File: src/sv/wrhs_pkg.sv
// Shared types, constants and the generator step for the weighted hop selector.
`timescale 1ns / 1ps
`default_nettype none

package wrhs_pkg;

    localparam int MAX_CANDIDATES_DEF = 8;
    localparam int SCORE_BITS_DEF     = 16;

    localparam int SCORE_FIELDS = 8;
    localparam int FIELD_BITS   = 16;
    localparam int COUNT_BITS   = 4;
    localparam int INDEX_BITS   = 3;

    localparam logic [31:0] PRNG_SEED = 32'hCAFE_BABE;

    // u = x mod DRAW_RANGE, with x / DRAW_RANGE = (x * DRAW_MAGIC) >> DRAW_SHIFT
    localparam int          DRAW_RANGE = 10000;
    localparam int          DRAW_BITS  = 14;
    localparam logic [31:0] DRAW_MAGIC = 32'hD1B7_1759;
    localparam int          DRAW_SHIFT = 45;
    localparam int          QUOT_BITS  = 64 - DRAW_SHIFT;

    typedef struct packed {
        logic [COUNT_BITS-1:0] candidate_count;
        logic [FIELD_BITS-1:0] score_0;
        logic [FIELD_BITS-1:0] score_1;
        logic [FIELD_BITS-1:0] score_2;
        logic [FIELD_BITS-1:0] score_3;
        logic [FIELD_BITS-1:0] score_4;
        logic [FIELD_BITS-1:0] score_5;
        logic [FIELD_BITS-1:0] score_6;
        logic [FIELD_BITS-1:0] score_7;
    } t_in_item;

    typedef struct packed {
        logic [INDEX_BITS-1:0] hop_index;
        logic                  hop_valid;
    } t_out_item;

    // Per-item control carried alongside the data path
    typedef struct packed {
        logic                  vld;
        logic                  hop_valid;
        logic                  force_zero;
        logic [INDEX_BITS-1:0] last;
    } t_ctl;

    function automatic logic [31:0] xorshift_next(input logic [31:0] w);
        logic [31:0] x;
        x = (w == 32'd0) ? PRNG_SEED : w;
        x = x ^ (x << 13);
        x = x ^ (x >> 17);
        x = x ^ (x << 5);
        return x;
    endfunction

endpackage

`default_nettype wire

File: src/sv/weighted_random_hop_select.sv
// Weighted random hop selector: picks one candidate index with odds set by its score.
//
// Input channel (i_valid / o_stall / i_item): one item carries a candidate count and
// eight scores. An item is taken at each edge with i_valid high and o_stall low.
// Output channel (o_valid / i_stall / o_item): one result per item, in order, giving
// hop_index and hop_valid (low when the count is zero).
// Throughput: one item per cycle unless the output stalls. Each lane scales its own
// prefix sum while a shared draw path reduces the xorshift32 word modulo 10000 and
// multiplies it by the total; the generator word itself advances at the accepting edge
// of each item that is not forced to index zero, so items follow back to back.
// Reset: i_rst_n low at a clock edge clears the generator word and empties the pipe.
// Stall: while a result waits with i_stall high the whole pipe holds and o_stall
// rises; o_stall is low whenever the output register is empty or being taken.
`timescale 1ns / 1ps
`default_nettype none

module weighted_random_hop_select #(
    parameter int MAX_CANDIDATES = wrhs_pkg::MAX_CANDIDATES_DEF,
    parameter int SCORE_BITS     = wrhs_pkg::SCORE_BITS_DEF
) (
    input  wire logic                  i_clk,
    input  wire logic                  i_rst_n,
    input  wire logic                  i_valid,
    output logic                       o_stall,
    input  wire wrhs_pkg::t_in_item    i_item,
    output logic                       o_valid,
    input  wire logic                  i_stall,
    output wrhs_pkg::t_out_item        o_item
);
    import wrhs_pkg::*;

    localparam int NL = (MAX_CANDIDATES < SCORE_FIELDS) ? MAX_CANDIDATES : SCORE_FIELDS;
    localparam int SW = (SCORE_BITS < FIELD_BITS) ? SCORE_BITS : FIELD_BITS;
    localparam int PW = SW + $clog2(NL);
    localparam int XW = PW + DRAW_BITS;
    localparam int STAGES = 5;

    logic [FIELD_BITS-1:0]   w_fields [SCORE_FIELDS];
    logic [NL-1:0][SW-1:0]   w_scores;
    logic [NL-1:0][SW-1:0]   r_scores;
    logic [COUNT_BITS-1:0]   w_count_sat;
    logic                    w_force_zero;
    logic                    w_en;
    logic                    w_accept;
    logic                    w_advance;
    t_ctl                    w_ctl_in;
    t_ctl                    r_ctl [STAGES];
    logic [PW-1:0]           w_prefix [NL];
    logic [NL-1:0]           w_hit;
    logic [PW-1:0]           r_total2;
    logic [XW-1:0]           w_ut;
    t_out_item               w_merged;
    t_out_item               r_out;
    logic                    r_out_vld;

    assign w_fields[0] = i_item.score_0;
    assign w_fields[1] = i_item.score_1;
    assign w_fields[2] = i_item.score_2;
    assign w_fields[3] = i_item.score_3;
    assign w_fields[4] = i_item.score_4;
    assign w_fields[5] = i_item.score_5;
    assign w_fields[6] = i_item.score_6;
    assign w_fields[7] = i_item.score_7;

    // Saturate the count, then drop uncounted scores so later lanes add nothing
    assign w_count_sat = (i_item.candidate_count > COUNT_BITS'(NL)) ?
                         COUNT_BITS'(NL) : i_item.candidate_count;

    always_comb begin
        for (int i = 0; i < NL; i++) begin
            w_scores[i] = (COUNT_BITS'(i) < w_count_sat) ? w_fields[i][SW-1:0] : '0;
        end
    end

    assign w_force_zero = (w_count_sat < COUNT_BITS'(2)) || !(|w_scores);

    assign w_en      = !r_out_vld || !i_stall;
    assign o_stall   = !w_en;
    assign w_accept  = i_valid && w_en;
    assign w_advance = w_accept && !w_force_zero;

    assign w_ctl_in.vld        = i_valid;
    assign w_ctl_in.hop_valid  = (w_count_sat != '0);
    assign w_ctl_in.force_zero = w_force_zero;
    assign w_ctl_in.last       = INDEX_BITS'(w_count_sat - COUNT_BITS'(1));

    always_ff @(posedge i_clk) begin
        if (!i_rst_n) begin
            for (int s = 0; s < STAGES; s++) begin
                r_ctl[s] <= '0;
            end
            r_out_vld <= 1'b0;
        end else if (w_en) begin
            r_ctl[0] <= w_ctl_in;
            for (int s = 1; s < STAGES; s++) begin
                r_ctl[s] <= r_ctl[s-1];
            end
            r_out_vld <= r_ctl[STAGES-1].vld;
        end
    end

    always_ff @(posedge i_clk) begin
        if (w_en) begin
            r_scores <= w_scores;
            r_total2 <= w_prefix[NL-1];
            r_out    <= w_merged;
        end
    end

    wrhs_draw #(
        .PW (PW)
    ) u_draw (
        .i_clk     (i_clk),
        .i_rst_n   (i_rst_n),
        .i_en      (w_en),
        .i_advance (w_advance),
        .i_total   (r_total2),
        .o_ut      (w_ut)
    );

    for (genvar g = 0; g < NL; g++) begin : g_lane
        wrhs_lane #(
            .LANE  (g),
            .LANES (NL),
            .SW    (SW),
            .PW    (PW)
        ) u_lane (
            .i_clk    (i_clk),
            .i_en     (w_en),
            .i_scores (r_scores),
            .i_ut     (w_ut),
            .o_prefix (w_prefix[g]),
            .o_hit    (w_hit[g])
        );
    end

    wrhs_merge #(
        .LANES (NL)
    ) u_merge (
        .i_hit  (w_hit),
        .i_ctl  (r_ctl[STAGES-1]),
        .o_item (w_merged)
    );

    assign o_valid = r_out_vld;
    assign o_item  = r_out;

    a_no_hop_index_zero: assert property (@(posedge i_clk) disable iff (!i_rst_n)
        (o_valid && !o_item.hop_valid) |-> (o_item.hop_index == '0))
        else $error("hop_index nonzero on an item without a hop");

    a_index_in_range: assert property (@(posedge i_clk) disable iff (!i_rst_n)
        o_valid |-> (o_item.hop_index <= INDEX_BITS'(NL - 1)))
        else $error("hop_index beyond the candidate lanes");

    a_last_stage_delivers: assert property (@(posedge i_clk) disable iff (!i_rst_n)
        (w_en && r_ctl[STAGES-1].vld) |=> o_valid)
        else $error("item lost between last stage and output register");

endmodule

`default_nettype wire

File: src/sv/wrhs_draw.sv
// Generator word, draw modulo reduction and the shared u * total product.
`timescale 1ns / 1ps
`default_nettype none

module wrhs_draw #(
    parameter int PW = 19
) (
    input  wire logic                                i_clk,
    input  wire logic                                i_rst_n,
    input  wire logic                                i_en,
    input  wire logic                                i_advance,
    input  wire logic [PW-1:0]                       i_total,
    output logic      [PW+wrhs_pkg::DRAW_BITS-1:0]   o_ut
);
    import wrhs_pkg::*;

    localparam int XW = PW + DRAW_BITS;

    logic [31:0]           r_prng;
    logic [31:0]           n_prng;
    logic [31:0]           r_x0;
    logic [31:0]           r_x1;
    logic [QUOT_BITS-1:0]  r_q1;
    logic [DRAW_BITS-1:0]  r_u2;
    logic [XW-1:0]         r_ut3;
    logic [63:0]           w_prod;
    logic [31:0]           w_qx;

    assign n_prng = xorshift_next(r_prng);
    assign w_prod = 64'(r_x0) * 64'(DRAW_MAGIC);
    assign w_qx   = 32'(r_q1) * 32'(DRAW_RANGE);

    always_ff @(posedge i_clk) begin
        if (!i_rst_n) begin
            r_prng <= '0;
        end else if (i_advance) begin
            r_prng <= n_prng;
        end
    end

    always_ff @(posedge i_clk) begin
        if (i_en) begin
            r_x0  <= n_prng;
            r_x1  <= r_x0;
            r_q1  <= QUOT_BITS'(w_prod >> DRAW_SHIFT);
            r_u2  <= DRAW_BITS'(r_x1 - w_qx);
            r_ut3 <= XW'(r_u2) * XW'(i_total);
        end
    end

    assign o_ut = r_ut3;

endmodule

`default_nettype wire

File: src/sv/wrhs_lane.sv
// One candidate lane: prefix sum, scaled threshold and compare against the draw.
`timescale 1ns / 1ps
`default_nettype none

module wrhs_lane #(
    parameter int LANE  = 0,
    parameter int LANES = 8,
    parameter int SW    = 16,
    parameter int PW    = 19
) (
    input  wire logic                                  i_clk,
    input  wire logic                                  i_en,
    input  wire logic [LANES-1:0][SW-1:0]              i_scores,
    input  wire logic [PW+wrhs_pkg::DRAW_BITS-1:0]     i_ut,
    output logic      [PW-1:0]                         o_prefix,
    output logic                                       o_hit
);
    import wrhs_pkg::*;

    localparam int XW = PW + DRAW_BITS;

    logic [PW-1:0] w_sum;
    logic [PW-1:0] r_pre1;
    logic [XW-1:0] r_scaled2;
    logic [XW-1:0] r_scaled3;
    logic          r_hit4;

    always_comb begin
        w_sum = '0;
        for (int k = 0; k <= LANE; k++) begin
            w_sum = w_sum + PW'(i_scores[k]);
        end
    end

    always_ff @(posedge i_clk) begin
        if (i_en) begin
            r_pre1    <= w_sum;
            r_scaled2 <= XW'(r_pre1) * XW'(DRAW_RANGE);
            r_scaled3 <= r_scaled2;
            r_hit4    <= i_ut < r_scaled3;
        end
    end

    assign o_prefix = r_pre1;
    assign o_hit    = r_hit4;

endmodule

`default_nettype wire

File: src/sv/wrhs_merge.sv
// Merge lane hits into an index: lowest hit wins, else the last candidate, or 0 if forced.
`timescale 1ns / 1ps
`default_nettype none

module wrhs_merge #(
    parameter int LANES = 8
) (
    input  wire logic [LANES-1:0]    i_hit,
    input  wire wrhs_pkg::t_ctl      i_ctl,
    output wrhs_pkg::t_out_item      o_item
);
    import wrhs_pkg::*;

    logic [INDEX_BITS-1:0] w_pick;

    always_comb begin
        w_pick = i_ctl.last;
        for (int k = LANES - 1; k >= 0; k--) begin
            if (i_hit[k]) begin
                w_pick = INDEX_BITS'(k);
            end
        end
        o_item.hop_valid = i_ctl.hop_valid;
        o_item.hop_index = i_ctl.force_zero ? '0 : w_pick;
    end

endmodule

`default_nettype wire
File: config.mk
export PLATFORM = sky130hd
export DESIGN_NAME = weighted_random_hop_select
export DESIGN_NICKNAME = d
export VERILOG_FILES = /design/src/sv/wrhs_pkg.sv /design/src/sv/weighted_random_hop_select.sv /design/src/sv/wrhs_draw.sv /design/src/sv/wrhs_lane.sv /design/src/sv/wrhs_merge.sv
export SDC_FILE = /design/constraint.sdc
export NUM_CORES = 2
export LEC_CHECK = 0
export BUFFER_PORTS_ARGS = -buffer_cell sky130_fd_sc_hd__buf_2
export CAP_MARGIN = 20
export CORE_ASPECT_RATIO = 1.5
export CORE_UTILIZATION = 65
export CTS_CLUSTER_DIAMETER = 30
export DETAILED_ROUTE_END_ITERATION = 8
export HOLD_SLACK_MARGIN = 0.05
export PLACE_DENSITY = 0.82
export REMOVE_ABC_BUFFERS = 1
export SYNTH_ARGS = -nofsm -noshare
export SYNTH_HDL_FRONTEND = slang
export SYNTH_SLANG_ARGS = --single-unit
File: constraint.sdc
create_clock -name i_clk -period 70.1 [get_ports i_clk]
set_input_delay 14.02 -clock i_clk [delete_from_list [all_inputs] [get_ports i_clk]]
set_output_delay 14.02 -clock i_clk [all_outputs]
set_load 0.005 [all_outputs]
==> flow_metrics.tcl <==
set metrics [dict create \
    synth-seq-cells 919 \
    finClkSkew_ns 0.0397 \
    ctsResizeCount 0 \
    synth_common_cells "inv_1, ha_1, fa_1" \
    wl_per_cell_um 21.4 \
    max_slew_margin_pct 22.7 \
    post_cts_buffers 0 \
    grt_antenna_before_repair 11 \
    worst_pin_slew_ns 1.16 \
    drtIter0Drc 3785 \
    crit_required_ns 56.08 \
    drv_slew 0 \
    yosys.cell_count.top_type "inv_1" \
    worstRegToRegCells 37 \
    syn_to_final_growth_pct 9.00 \
    crit_top_cell "buf_2" \
    endpoint_kind "primary output" \
    ys_seq_area_share_pct 31.3 \
    crit_family "buffers and inverters" \
    viasPerCell 5.77 \
    drive_above_1_share_pct 5.74 \
    r2r_end "g_lane[7].u_lane.o_prefix[18]" \
    cap_violations 0 \
    ys.warnings.count 0 \
    path_clk_slew_ns 0.06 \
    fp.coreArea_sq_um 133000 \
    num_vias 56400 \
    status "finished clean" \
    crit_type "input port to primary output" \
    syn_inst 7670 \
    initial_utilization_pct 65.5 \
    hold_buffers 0 \
    num_io_pins 142 \
    setup_viol 0 \
    io_buffer_count 141 \
    hold_end "g_lane[2].u_lane.r_scaled3[13]" \
    gp_congestion 1.03 \
    synthArstFlopShare_pct 0 \
    path_depth 4 \
    hpwl_um 168000 \
    cp-start-kind "input port" \
    cts_buffers 138 \
    drc 0 \
    synthFlopType "edfxtp_1" \
    synth.distinct_cells 89 \
    finalCritPeriodShare_pct 41.1 \
    hold_viol 0 \
    crit_buf_inv 3 \
    crit_chain "buf_2 > nand2_4 > inv_1 > buf_2" \
    ant_nets 0 \
    slowest_stage "nand2_4" \
    die_h_um 450 \
    row_count 164 \
    clock_path_buffers 3 \
    grt.total_usage_pct 32.4 \
    htree_levels 4 \
    worstSkewPairLatency_ns 0.79 \
    syn_area_per_cell_sq_um 11.3 \
    routed_wl_um 209000 \
    die_w_um 301 \
    period_minus_slack_ns 28.79 \
    synth_edf_count 886 \
    reg2reg_from "r_scores[0]" \
    synth_area_sq_um 87000 \
    arrival_ns 14.77 \
    r2r_setup_slack_ns 60.13 \
    hold_path_depth 0 \
    grt_pass1_wl_um 332000 \
    synth.area.top_cells "edfxtp_1, fa_1, ha_1" \
    die_area_sq_um 135000 \
    nets 10400 \
    cts_sinks 919 \
    hold_start "g_lane[2].u_lane.r_scaled2[13]" \
    setup_tns_ns 0 \
    crit_path_max_fanout 25 \
    hold_class "register to register" \
    gr-total-overflow 0 \
    grt_pass1_vias 61400 \
    synth.top_cell.area_share_pct 30.6 \
    clockRootBuffer "clkbuf_16" \
    cts_tree "built" \
    fmax_mhz 34.7 \
    rsz0062_at_grt "no" \
    synth_top_area_cell "edfxtp_1" \
    dr.pass1.iters 8 \
    grt_max_degree 188 \
    max_stage_delay_ns 0.32 \
]
## placed cells by master, fill, tap and decap left out, types with 16 or more instances in the layout
cell type  synthesis  layout
fa_1             984     984
inv_1           1823    1823
a31oi_1           16      16
a211oi_1          30      30
inv_6              0      24
xor2_1            87      87
nand3_1           54      54
mux2i_1           17      17
a21o_1           164     164
nor3_1            77      77
o21a_1            57      57
nand2b_1          59      59
a311oi_1          18      18
a21oi_1          288     288
xnor2_1          289     289
buf_4              0      45
nand4_1           27      27
and2_1           172     172
buf_2              2     141
clkbuf_16          0     139
o21ai_0           95      95
or3_1             26      26
nor2_1           213     213
edfxtp_1         886     886
inv_8              0      16
nor4_1            40      40
and3_1            49      48
nor2b_1          149     149
o21ai_1           40      40
nand2_1          264     262
dfxtp_1           33      33
o21bai_1          54      54
ha_1            1387    1387
## final cells by class
class	count	area (sq um)
diodes	3	7.51
clock buffers	144	3500
clock inverters	111	1390
fillers	9019	38100
inverters	1825	6850
multi-input cells	4843	52600
flip-flops and latches	919	27300
well taps	1743	2180
repair buffers	187	1060
## worst register-to-register path: cells and delay by family, from the launching register on
family	cells	cell delay, ns
fa+ha+maj	8	2.74
flops	1	0.39
simple gates	7	1.61
mux	1	0.13
xor+xnor	4	1.05
compound gates	17	3.80
## worst max-delay path by stage
| stage | from | endpoint | slack [ns] |
|---|---|---|---|
| final | i_stall | o_stall | 41.31 |
| after global routing | i_stall | o_stall | 41.24 |
| after CTS | i_stall | o_stall | 41.31 |
| after detailed placement | i_stall | o_stall | 41.32 |
| after global placement | i_stall | o_stall | 41.35 |
| after floorplan | i_stall | o_stall | 22.04 |
## layer usage
layer / wire [um] / vias up / share of wire (%) / global-route usage [%]
met1: 76500 / 27900 / 37 / 37.7
met2: 106000 / 2068 / 50 / 56.1
met5: 12 / - / 0.0057 / 0
met3: 13400 / 694 / 6.4 / 5.15
li1: - / 25800 / - / -
met4: 13800 / 2 / 6.6 / 19.2
## state kept, by name, summed over array words and instances, names as in the netlist, 19 cells and up
name / cells
g_lane.u_lane.o_prefix: 146
g_lane.u_lane.r_scaled2: 224
g_lane.u_lane.r_scaled3: 228
r_ctl: 30
r_scores: 128
r_total2: 19
u_draw.o_ut: 29
u_draw.r_prng: 32
u_draw.r_x0: 32
## per-stage QoR
step / setup WS, ns / instances / util, % / instance area (sq um) / hold slack (ns)
finish: 41.31 / 9775 / 71.4 / 94900 / 0.383
global route: 41.24 / 9772 / 71.3 / 94900 / 0.401
CTS: 41.31 / 9772 / 71.3 / 94900 / 0.374
detailed placement: 41.32 / 9517 / 67.7 / 90000 / 0.405
global placement: 41.35 / 9517 / 67.7 / 90000 / 0.400
floorplan: 22.04 / 7587 / - / 86700 / 0.400
## kinds of logic after synthesis
logic type | share of synthesized area (%)
AOI/OAI and AO/OA | 6.84
DFF | 31.3
and+or+nand+nor | 6.85
adders and majority gates | 42.6
buffers and inverters | 8.23
muxes | 0.234
xor gates and xnor gates | 3.95
Power is left out: the tool's default activity adds up to more than one toggle a clock period on the data nets, which glitch-free logic cannot reach.
